[src/design/swrc_pkg.sv]
`timescale 1ns / 1ps
// ----------------------------------------------------------------------------
// swrc package
// status codes, transaction payloads and register map of the replay checker
// ----------------------------------------------------------------------------
package swrc_pkg;

	localparam int DATA_W     = 32;
	localparam int CFG_ADDR_W = 3;

	// register map, index is paddr[CFG_ADDR_W-1:2]
	localparam logic [CFG_ADDR_W-3:0] REG_EXPIRE_INTERVAL = '0;
	localparam logic [DATA_W-1:0] EXPIRE_INTERVAL_RESET = 32'd30000;

	typedef enum logic [2:0] {
		ST_ACCEPT     = 3'd0,
		ST_ID_ZERO    = 3'd1,
		ST_EPOCH_BACK = 3'd2,
		ST_REPLAY     = 3'd3,
		ST_EXPIRED    = 3'd4,
		ST_TOO_OLD    = 3'd5
	} status_t;

	typedef struct packed {
		logic [DATA_W-1:0] packet_id;
		logic [DATA_W-1:0] packet_epoch;
		logic [DATA_W-1:0] now_ticks;
	} pkt_t;

	typedef struct packed {
		status_t           status;
		logic [DATA_W-1:0] largest_backtrack;
	} res_t;

endpackage

[src/design/swrc_stream_if.sv]
`timescale 1ns / 1ps
// ----------------------------------------------------------------------------
// swrc stream interface
// valid/ready channel carrying one payload per transaction
// ----------------------------------------------------------------------------
interface swrc_stream_if #(
	parameter type data_t = logic
);
	logic  valid;
	logic  ready;
	data_t data;

	modport source (output valid, output data, input ready);
	modport sink   (input valid, input data, output ready);
endinterface

[src/design/swrc_ram.sv]
`timescale 1ns / 1ps
// ----------------------------------------------------------------------------
// swrc generic ram
// one write port, one read port with registered read data
// ----------------------------------------------------------------------------
module swrc_ram #(
	parameter int WIDTH = 1,
	parameter int DEPTH = 256
) (
	input  logic                     clk,
	input  logic                     we,
	input  logic [$clog2(DEPTH)-1:0] waddr,
	input  logic [WIDTH-1:0]         wdata,
	input  logic [$clog2(DEPTH)-1:0] raddr,
	output logic [WIDTH-1:0]         rdata
);
	logic [WIDTH-1:0] mem [DEPTH];

	always_ff @(posedge clk) begin
		if (we) begin
			mem[waddr] <= wdata;
		end
		rdata <= mem[raddr];
	end
endmodule

[src/design/sliding_window_replay_check.sv]
`timescale 1ns / 1ps
// ----------------------------------------------------------------------------
// sliding window replay check
// anti-replay checker: one packet transaction in on pkt, one verdict out on res
// pkt carries packet_id, packet_epoch and now_ticks; res carries status and
// largest_backtrack. expire_interval is written over the apb port at byte 0.
// the seen bits live in a WINDOW_SIZE x 1 ram, the scalar window state in flops.
// each packet is accepted in idle, then passes prep (id zero, epoch and expiry
// checks) and step; id zero and an old epoch go straight to done. a forward
// step writes the new id's bit and, for a step of more than one id, goes
// through clear (one ram write a cycle clears the skipped ids); a jump of a
// whole window or more clears all but the new base entry. a backtrack rejected
// as too old or expired goes to done from step; one that reaches the ram reads
// in step, then checks in check and sets its bit if unseen. done loads the output register.
// after reset the ram is swept to zero, all WINDOW_SIZE entries, with pkt.ready
// low; apb writes are taken throughout.
// a stalled receiver holds the result register; the next packet is still taken
// and worked on, and waits at its end until the output register is free.
// ----------------------------------------------------------------------------
module sliding_window_replay_check #(
	parameter int WINDOW_SIZE = 256
) (
	input  logic                                clk,
	input  logic                                arst_n,
	swrc_stream_if.sink                         pkt,
	swrc_stream_if.source                       res,
	input  logic                                psel,
	input  logic                                penable,
	input  logic                                pwrite,
	input  logic [swrc_pkg::CFG_ADDR_W-1:0]     paddr,
	input  logic [swrc_pkg::DATA_W-1:0]         pwdata,
	output logic [swrc_pkg::DATA_W-1:0]         prdata,
	output logic                                pready
);
	localparam int AW = $clog2(WINDOW_SIZE);
	localparam logic [AW:0] WIN_FULL = (AW+1)'(WINDOW_SIZE);
	localparam int DW = swrc_pkg::DATA_W;

	typedef enum logic [6:0] {
		S_INIT  = 7'b0000001,
		S_IDLE  = 7'b0000010,
		S_PREP  = 7'b0000100,
		S_STEP  = 7'b0001000,
		S_CLEAR = 7'b0010000,
		S_CHECK = 7'b0100000,
		S_DONE  = 7'b1000000
	} state_t;

	state_t state_q;

	// captured transaction
	logic [DW-1:0] pid_q, epoch_q, now_q;

	// window state
	logic [AW-1:0] base_q;
	logic [AW:0]   ext_q;
	logic [DW-1:0] highest_q, cur_epoch_q, floor_q, expire_time_q, max_bt_q;
	logic [DW-1:0] interval_q;

	// sequencing
	logic [AW-1:0] clr_addr_q, clr_cnt_q, slot_q;
	swrc_pkg::status_t status_q;

	// output register
	logic              res_valid_q;
	swrc_pkg::status_t res_status_q;
	logic [DW-1:0]     res_bt_q;

	// ram ports
	logic          ram_we;
	logic [AW-1:0] ram_waddr, ram_raddr;
	logic [0:0]    ram_wdata, ram_rdata;

	swrc_ram #(
		.WIDTH (1),
		.DEPTH (WINDOW_SIZE)
	) u_seen_ram (
		.clk   (clk),
		.we    (ram_we),
		.waddr (ram_waddr),
		.wdata (ram_wdata),
		.raddr (ram_raddr),
		.rdata (ram_rdata)
	);

	// ------------------------------------------------------------------------
	// apb register port
	// ------------------------------------------------------------------------
	logic cfg_sel;
	assign cfg_sel = (paddr[swrc_pkg::CFG_ADDR_W-1:2] == swrc_pkg::REG_EXPIRE_INTERVAL);
	assign pready  = 1'b1;
	assign prdata  = cfg_sel ? interval_q : '0;

	always_ff @(posedge clk or negedge arst_n) begin
		if (!arst_n) begin
			interval_q <= swrc_pkg::EXPIRE_INTERVAL_RESET;
		end else if (psel && penable && pwrite && pready && cfg_sel) begin
			interval_q <= pwdata;
		end
	end

	// ------------------------------------------------------------------------
	// prep stage: expiry, id zero and epoch checks
	// ------------------------------------------------------------------------
	logic [DW-1:0] age;
	logic          expiry_hit;
	logic [DW-1:0] floor_e;
	assign age        = now_q - expire_time_q;
	assign expiry_hit = ~age[DW-1];   // wrap-safe: now at or past expiry
	assign floor_e    = expiry_hit ? highest_q : floor_q;

	// ------------------------------------------------------------------------
	// step stage: forward move or backtrack lookup
	// ------------------------------------------------------------------------
	logic          fwd, near;
	logic [DW-1:0] d_fwd, d_back;
	logic [AW-1:0] new_base, clr_count, slot;
	logic [AW:0]   ext_sum, ext_new;
	logic          too_old, below_floor;

	assign fwd      = pid_q > highest_q;
	assign d_fwd    = pid_q - highest_q;
	assign d_back   = highest_q - pid_q;
	assign near     = (d_fwd[DW-1:AW] == '0);
	// a jump of a whole window restarts at base zero and clears everything else
	assign new_base  = near ? (base_q - d_fwd[AW-1:0]) : '0;
	assign clr_count = near ? (d_fwd[AW-1:0] - AW'(1)) : '1;
	assign ext_sum   = ext_q + {1'b0, d_fwd[AW-1:0]};
	assign ext_new   = (!near || ext_sum > WIN_FULL) ? WIN_FULL : ext_sum;
	assign too_old     = d_back >= DW'(ext_q);
	assign below_floor = pid_q <= floor_q;
	assign slot        = base_q + d_back[AW-1:0];

	// ------------------------------------------------------------------------
	// ram port muxing; accesses are sequenced so a read never meets a write
	// to the same entry in flight
	// ------------------------------------------------------------------------
	assign ram_raddr = slot;

	always_comb begin
		ram_we    = 1'b0;
		ram_waddr = clr_addr_q;
		ram_wdata = 1'b0;
		unique case (state_q)
			S_INIT, S_CLEAR: begin
				ram_we = 1'b1;
			end
			S_STEP: begin
				if (fwd) begin
					ram_we    = 1'b1;
					ram_waddr = new_base;
					ram_wdata = 1'b1;
				end
			end
			S_CHECK: begin
				if (!ram_rdata[0]) begin
					ram_we    = 1'b1;
					ram_waddr = slot_q;
					ram_wdata = 1'b1;
				end
			end
			default: begin
			end
		endcase
	end

	// ------------------------------------------------------------------------
	// handshakes
	// ------------------------------------------------------------------------
	logic out_free;
	assign out_free  = !res_valid_q || res.ready;
	assign pkt.ready = (state_q == S_IDLE);
	assign res.valid = res_valid_q;
	assign res.data  = '{status: res_status_q, largest_backtrack: res_bt_q};

	// captured fields need no reset
	always_ff @(posedge clk) begin
		if (pkt.valid && pkt.ready) begin
			pid_q   <= pkt.data.packet_id;
			epoch_q <= pkt.data.packet_epoch;
			now_q   <= pkt.data.now_ticks;
		end
		if (state_q == S_STEP) begin
			slot_q <= slot;
		end
	end

	// result valid: loaded from the done state, dropped when taken
	always_ff @(posedge clk or negedge arst_n) begin
		if (!arst_n) begin
			res_valid_q <= 1'b0;
		end else if (state_q == S_DONE && out_free) begin
			res_valid_q <= 1'b1;
		end else if (res.ready) begin
			res_valid_q <= 1'b0;
		end
	end

	// ------------------------------------------------------------------------
	// sequencer and window state
	// ------------------------------------------------------------------------
	always_ff @(posedge clk or negedge arst_n) begin
		if (!arst_n) begin
			state_q       <= S_INIT;
			base_q        <= '0;
			ext_q         <= '0;
			highest_q     <= '0;
			cur_epoch_q   <= '0;
			floor_q       <= '0;
			expire_time_q <= '0;
			max_bt_q      <= '0;
			clr_addr_q    <= '0;
			clr_cnt_q     <= '0;
			status_q      <= swrc_pkg::ST_ACCEPT;
			res_status_q  <= swrc_pkg::ST_ACCEPT;
			res_bt_q      <= '0;
		end else begin
			unique case (state_q)
				S_INIT: begin
					// power-up sweep of the seen bits
					clr_addr_q <= clr_addr_q + AW'(1);
					if (clr_addr_q == '1) begin
						state_q <= S_IDLE;
					end
				end
				S_IDLE: begin
					if (pkt.valid) begin
						state_q <= S_PREP;
					end
				end
				S_PREP: begin
					if (pid_q == '0) begin
						floor_q  <= floor_e;
						status_q <= swrc_pkg::ST_ID_ZERO;
						state_q  <= S_DONE;
					end else if (epoch_q > cur_epoch_q) begin
						// newer epoch restarts the window, seen bits stay
						base_q      <= '0;
						ext_q       <= '0;
						highest_q   <= '0;
						floor_q     <= '0;
						cur_epoch_q <= epoch_q;
						state_q     <= S_STEP;
					end else if (epoch_q < cur_epoch_q) begin
						floor_q  <= floor_e;
						status_q <= swrc_pkg::ST_EPOCH_BACK;
						state_q  <= S_DONE;
					end else begin
						floor_q <= floor_e;
						state_q <= S_STEP;
					end
				end
				S_STEP: begin
					if (fwd) begin
						// new id's bit is written by the ram mux this cycle
						base_q        <= new_base;
						ext_q         <= ext_new;
						highest_q     <= pid_q;
						expire_time_q <= now_q + interval_q;
						status_q      <= swrc_pkg::ST_ACCEPT;
						clr_addr_q    <= new_base + AW'(1);
						clr_cnt_q     <= clr_count;
						state_q       <= (clr_count == '0) ? S_DONE : S_CLEAR;
					end else begin
						if (d_back > max_bt_q) begin
							max_bt_q <= d_back;
						end
						priority if (too_old) begin
							status_q <= swrc_pkg::ST_TOO_OLD;
							state_q  <= S_DONE;
						end else if (below_floor) begin
							status_q <= swrc_pkg::ST_EXPIRED;
							state_q  <= S_DONE;
						end else begin
							// ram read of the slot is under way
							state_q <= S_CHECK;
						end
					end
				end
				S_CLEAR: begin
					// one skipped id cleared per cycle
					clr_addr_q <= clr_addr_q + AW'(1);
					clr_cnt_q  <= clr_cnt_q - AW'(1);
					if (clr_cnt_q == AW'(1)) begin
						state_q <= S_DONE;
					end
				end
				S_CHECK: begin
					if (ram_rdata[0]) begin
						status_q <= swrc_pkg::ST_REPLAY;
					end else begin
						status_q      <= swrc_pkg::ST_ACCEPT;
						expire_time_q <= now_q + interval_q;
					end
					state_q <= S_DONE;
				end
				S_DONE: begin
					// hand the verdict to the output register once it is free
					if (out_free) begin
						res_status_q <= status_q;
						res_bt_q     <= max_bt_q;
						state_q      <= S_IDLE;
					end
				end
				default: begin
					state_q <= S_IDLE;
				end
			endcase
		end
	end
endmodule

[src/flat_wrapper.sv]
// flat-port wrapper written by rule: the top's interface ports become plain ports
module sliding_window_replay_check_flat import swrc_pkg::*;
#(
	parameter int WINDOW_SIZE = 256
)
  (clk, arst_n, psel, penable, pwrite, paddr, pwdata, prdata, pready, pkt_valid, pkt_data, pkt_ready, res_valid, res_data, res_ready);
  swrc_stream_if #(.data_t(pkt_t)) pkt_i ();
  swrc_stream_if #(.data_t(res_t)) res_i ();
  input  logic clk;
  input  logic arst_n;
  input  logic psel;
  input  logic penable;
  input  logic pwrite;
  input  logic [swrc_pkg::CFG_ADDR_W-1:0] paddr;
  input  logic [swrc_pkg::DATA_W-1:0] pwdata;
  output logic [swrc_pkg::DATA_W-1:0] prdata;
  output logic pready;
  input wire logic [$bits(pkt_i.valid)-1:0] pkt_valid;
  input wire logic [$bits(pkt_i.data)-1:0] pkt_data;
  output wire logic [$bits(pkt_i.ready)-1:0] pkt_ready;
  output wire logic [$bits(res_i.valid)-1:0] res_valid;
  output wire logic [$bits(res_i.data)-1:0] res_data;
  input wire logic [$bits(res_i.ready)-1:0] res_ready;
  assign pkt_i.valid = pkt_valid;
  assign pkt_i.data = pkt_data;
  assign pkt_ready = pkt_i.ready;
  assign res_valid = res_i.valid;
  assign res_data = res_i.data;
  assign res_i.ready = res_ready;
  sliding_window_replay_check #(.WINDOW_SIZE(WINDOW_SIZE)) u_core (.clk(clk), .arst_n(arst_n), .pkt(pkt_i), .res(res_i), .psel(psel), .penable(penable), .pwrite(pwrite), .paddr(paddr), .pwdata(pwdata), .prdata(prdata), .pready(pready));
endmodule
[config.mk]
export PLATFORM = sky130hd
export DESIGN_NAME = sliding_window_replay_check_flat
export DESIGN_NICKNAME = d
export VERILOG_FILES = /design/src/design/swrc_pkg.sv /design/src/design/swrc_stream_if.sv /design/src/design/swrc_ram.sv /design/src/design/sliding_window_replay_check.sv /design/src/flat_wrapper.sv
export SDC_FILE = /design/constraint.sdc
export NUM_CORES = 1
export LEC_CHECK = 0
export BUFFER_PORTS_ARGS = -buffer_cell sky130_fd_sc_hd__buf_2
export CAP_MARGIN = 10
export CORE_UTILIZATION = 35
export CTS_BUF_LIST = sky130_fd_sc_hd__clkbuf_2
export DETAILED_ROUTE_END_ITERATION = 12
export PLACE_DENSITY = 0.54
export SYNTH_ARGS = -nofsm -noshare
export SYNTH_HDL_FRONTEND = slang
export SYNTH_SLANG_ARGS = --single-unit
[constraint.sdc]
create_clock -name clk -period 8.75 [get_ports clk]
set_input_delay 0.875 -clock clk [delete_from_list [all_inputs] [get_ports clk]]
set_output_delay 0.875 -clock clk [all_outputs]
set_load 0.01 [all_outputs]
### Yosys cells after proc, flatten, opt, wreduce, memory -nomap -nowiden

Memory sizes are Yosys's and may differ from the RTL's. A register that Yosys moved wholly into a read port is not among the register bits.
Index checks and enable logic that the tools add are counted.

* register bits after elaboration: 375
* bits in latches: 0
* memory bits (writable): 256
* memory bits (read-only): 0
* output and inout bits: 70
* logic and storage cells: 146
* memories kept: 1

Memories
* u_core.u_seen_ram.mem: words 256, bits a word 1, rd ports 1, clocked after Yosys merged registers in 1, write ports 1, line swrc_ram.sv:17 `logic [WIDTH-1:0] mem [DEPTH];`

* add/sub/neg operators: 11
* $mul: 0
* div/mod/pow operators: 0
* order comparisons: 7
* equal/unequal tests: 20
* shifts and indexed selects: 0
* mux-type cells: 57
* bitwise gates (word level): 3
* reduce and logical (&&, ||, !) cells: 28

Operator list (number)
* $mux 32: 9
* $pmux 32 s2: 2
* $gt 32x32->1: 3
* $sub 32x32->32: 3
* $mux 7: 11
* $mux 8: 9
* $pmux 8 s2: 4
* $pmux 7 s7: 1
* $mux 9: 4
* $add 32x32->32: 1
* $ge 32x9->1: 1
* $le 32x32->1: 1
* $logic_not 32->1: 1
* $lt 32x32->1: 1
* $logic_not 24->1: 1
* $mux 3: 6
* $pmux 9 s2: 1
* $add 8x1->8 const B: 2
* $sub 8x1->8 const B: 2
* $reduce_and 4->1: 3
* $ne 2x1->1 const B: 5
* $reduce_bool 2->1: 5
* $add 9x8->9: 1
* $gt 9x9->1 const B: 1
* 29 further kinds: 48

### Depth between registers and ports, before layout

* word-level depth: 7
* gate-level depth with buffers: 24
* gate-level depth less buffers: 22

### Modules after synthesis

A second synthesis with hierarchy kept.

* cells, all modules: 3272
* area total of the unflattened synthesis: 35053.6 um2

Modules (own cells, without submodules)
* sliding_window_replay_check: times used 1, cells an instance 2484, area each 23925.4 um2, sequential area each 9914.5 um2
* swrc_ram: times used 1, cells an instance 788, area each 11128.2 um2, sequential area each 7707.4 um2

### Least setup slack after synthesis

OpenSTA, ideal clock, no wires.

* path kind: register -> register
* start point: register u_core.pid_q[26]
* end point: memory u_core.u_seen_ram.mem[0], data pin
* data arrival time: 6.958 ns
* data required time: 7.701 ns
* slack: 0.743 ns
* cell stages (with the launch flop): 14
* path buffers: 4
* cell sequence: edfxtp_1 -> ha_1 -> clkbuf_1 -> nand2_1 -> o21ai_0 -> a21oi_1 -> and4_1 -> o21ai_0 -> and2_1 -> clkbuf_1 -> clkbuf_1 -> nor2_1 -> inv_1 -> clkbuf_1

* word-level cells in the longest chain between the ends: 3

RTL lines
* from (decl): line sliding_window_replay_check.sv:52 `logic [DW-1:0] pid_q, epoch_q, now_q;`
* from (signal assigned): line sliding_window_replay_check.sv:179 `pid_q <= pkt.data.packet_id;`
* $gt 32x32->1: line sliding_window_replay_check.sv:121 `assign fwd = pid_q > highest_q;`
* $mux 1: line sliding_window_replay_check.sv:149 `if (fwd) begin`
* $pmux 1 s2: line sliding_window_replay_check.sv:144 `unique case (state_q)`
* net u_core.ram_wdata: line sliding_window_replay_check.sv:72 `logic [0:0] ram_wdata, ram_rdata;`
* to (decl): line swrc_ram.sv:17

The timed path passes the listed nets, and every way through them passes these cells.

### Worst setup path in the final report

* start point: register u_core.pid_q[0]
* end point: memory u_core.u_seen_ram.mem[67], enable pin

* word-level cells in the longest chain between the ends: 5
* elaborated cells on any way between the ends: 11

RTL lines
* $sub 32x32->32 / $gt 32x32->1 (equally long branches): line sliding_window_replay_check.sv:122, sliding_window_replay_check.sv:121
* $sub 8x8->8, or another cell as far along: line sliding_window_replay_check.sv:126 `assign new_base = near ? (base_q - d_fwd[AW-1:0]) : '0;`
* $mux 8 / $pmux 1 s3 (equally long branches): line sliding_window_replay_check.sv:126, sliding_window_replay_check.sv:144
* $mux 8 / $mux 1 (equally long branches): line sliding_window_replay_check.sv:149, swrc_ram.sv:20
* $pmux 8 s2 / $mux 1 (equally long branches): line sliding_window_replay_check.sv:144, swrc_ram.sv:21

Parallel ways exist; a longest one is shown, timed or not.

==> metrics <==
crit-path max FO 13; Final WS setup just under 2000 ps; TritonCTS clock tree yes; top-count cell post-synth nor2_1; #FFs+latches synth between 600 and 700; syn_area_per_cell around 11 sq um; synth warn 0; Placer Congestion 0.906; CP Class reg -> reg; ys async rst share 0.429; pin count of the biggest net entering global routing about 140; main combinational cell family by area after synthesis compound AO/OA/AOI/OAI gates; Nets 4009; Buffers on Ports just over 200; hold crit path type in -> reg; Iter 0 DRT Violations around 1600; Hold-fix buffers, CTS 141; fin. max-slew vios 0; drt drc 0; fin area 40900 sq um; Int Pwr 7340 uW; dpl cell area approximately 38000 sq um; Most used DFF post-synth edfxtp_1; initial antenna violation count 2; Post-synth EDFFs 360; Synth Area in Compound Gates 0.133; part of the cycle the worst path needs 0.773; synth cell count leaders 391 x nor2_1, 360 x edfxtp_1, 268 x inv_1; Rel. slew slack 0.273; final std cells w/o fill 5100; Post-DP HPWL 66800 um; total power about 13000 uW; placed cell count ~4700; WHS Path Cells 2; Num CTS Buffers roughly 170; main area contributors after synthesis edfxtp_1 30%, dfrtp_1 19%, ha_1 9.0%, mux4_2 5.3%, nor2_1 4.1%; drt first pass iters 7; max-cap check violation count 0; Starting Density 0.354; Pleak ~0.017 uW; fillers 9878; VDD IR max 251 uV; Final Hold Fails 0; sequential power share 0.320; FMAX 148 MHz; total die area between 100000 and 150000 sq um; Core Region between 100000 and 150000 sq um; largest area contributor in the netlist edfxtp_1; Yosys cell types 84; xor/xnor cell area share of the yosys netlist 0.0234; total wire length just under 100000 um; Tmin final 6760 ps; sink count of the clock tree between 600 and 700; pre-CTS WS about 2100 ps; post-CTS setup buffer count 0; first-pass GRT wire length about 150000 um; synthesized cell area 35500 sq um; Final ANT Viol Nets 0; critical path endpoint category flip-flop; RSZ-0062 raised after global routing no; Worst EP arrival 7820 ps; routed vias roughly 26000; vias in the first global route 26700; Slew @ Worst Pin about 1100 ps; Synth Instances between 3000 and 4000; overall routing resource usage 0.191; clk_lat worst skew approximately 1400 ps; Switching Share 0.436; Setup violations, final 0; die height ~320 um; switching power total about 5700 uW; adder-cell share of the synthesized area 0.0932; reg-to-reg setup timing slack between 1500 and 2000 ps; multiplexer share of the synthesized area 0.0887; Top Ports between 200 and 250; syn nets between 3000 and 4000; simple-gate share of the synthesized area 0.121; Resize count post-CTS 0; htree depth 4; routed wire length per instance ~19 um; die width between 300 and 400 um; layout cell share with drive strength beyond 1 0.199; logic gate share of total power 0.515; Area Growth Syn to Fin 15.3%; Clk pwr share 0.165; sequential fraction of the synthesis area 0.496; Setup TNS Final 0 ps; Synth top area share 0.304; Vias/cell between 5 and 6; Site Rows between 100 and 150; PwrDens ~320 nW/um^2; maximum clock insertion buffer count 3; status completed; Clock Tree Root clkbuf_2; Reg clk slew, reported paths between 100 and 150 ps; critical path data required time about 9800 ps; Worst Reg-to-Reg Cells 16; clock skew about 130 ps; Critical Path Source Type flip-flop; Congestion Overflow GR 0
==> worst max-delay path, cell delays in order, from the launching register on <==
cell and delay, ps:
edfxtp_1 460, inv_1 110, ha_1 200, inv_1 80
fa_1 490, a21o_1 220, a221oi_2 390, o21ai_1 170
a21o_1 270, or4_1 480, a41oi_1 200, and4_1 230
and4_1 660, nand3_1 610, a21oi_1 690, nand3_1 850
nor2_1 350
==> final cells by class <==
cell class                 instances  area, sq um  area share
inverter                         269         1010      0.0248
sequential                       632        17600       0.430
antenna                            7         17.5    0.000428
tap                             1357         1700      0.0415
timing repair buffer             372         2670      0.0652
clock inverter                    32          235     0.00575
clock buffer                     264         1320      0.0323
multi-input combinational       2167        16400       0.400
==> power by group through the flow <==
stage          Sequential [uW]  Clock, uW  Combinational [uW]
6_report                  4160       2140                6700
5_1_grt                   4240       2390                7450
4_1_cts                   4170       2240                6740
3_5_place_dp              4230          0                6640
3_3_place_gp              4230          0                6620
2_1_floorplan             4080          0                4860
==> metal layers <==
layer | routed length (um) | global-route usage
met1 | 42500 | 0.239
met2 | 48800 | 0.332
met3 | 3850 | 0.0319
met4 | 2230 | 0.0635
met5 | 0 | 0
==> worst paths after layout <==
| kind | from | endpoint |
|---|---|---|
| min in group asynchronous | arst_n | u_core.floor_q[20]$_DFFE_PN0P_ |
| min | pkt_data[56] | u_core.epoch_q[24]$_DFFE_PP_ |
| max | u_core.pid_q[0]$_DFFE_PP_ | u_core.u_seen_ram.mem[67]$_DFFE_PP_ |
| max in group asynchronous | arst_n | u_core.res_status_q[0]$_DFFE_PN0P_ |
| min reg2reg | u_core.res_bt_q[23]$_DFFE_PN0P_ | u_core.res_bt_q[23]$_DFFE_PN0P_ |
| max reg2reg | u_core.pid_q[0]$_DFFE_PP_ | u_core.u_seen_ram.mem[67]$_DFFE_PP_ |
==> registers in the layout, summed over array words and instances (netlist names), 3 cells and up <==
register / count
u_core.interval_q: 32
u_core.epoch_q: 32
u_core.status_q: 3
u_core.cur_epoch_q: 32
u_core.floor_q: 32
u_core.expire_time_q: 32
u_core.res_status_q: 3
u_core.pid_q: 32
u_core.ext_q: 9
u_core.clr_cnt_q: 8
u_core.highest_q: 32
u_core.base_q: 8
u_core.u_seen_ram.mem: 256
u_core.state_q: 7
u_core.now_q: 32
u_core.clr_addr_q: 8
u_core.max_bt_q: 32
u_core.res_bt_q: 32
u_core.slot_q: 8
==> kinds of logic after synthesis <==
kind of cell | count (synthesis)
AO/OA/AOI/OAI | 692
XOR/XNOR | 95
adder cells (fa/ha/maj) | 261
buffers and inverters | 411
flip-flops | 632
multiplexers | 197
other | 1
AND/OR/NAND/NOR | 921
==> through the flow <==
stage	hold WS, ps	util
6_report	204	0.408
2_1_floorplan	440	-
4_1_cts	2.30	0.408
3_5_place_dp	465	0.378
5_1_grt	23.7	0.408
3_3_place_gp	458	0.378
==> cells in the final DEF, fill, tap and decap left out, drive strengths merged, types with 33 or more instances in the layout <==
cell type	n
nor2	391
edfxtp	360
inv	273
clkbuf	264
dfrtp	263
ha	255
buf	232
nand2	188
a21oi	172
o21ai	147
dlygate4sd3	140
mux2	103
a21o	84
mux4	84
a22o	79
nor2b	67
nand3	67
xnor2	62
nand4	52
xor2	33
Power figures use the tool's default switching activity.
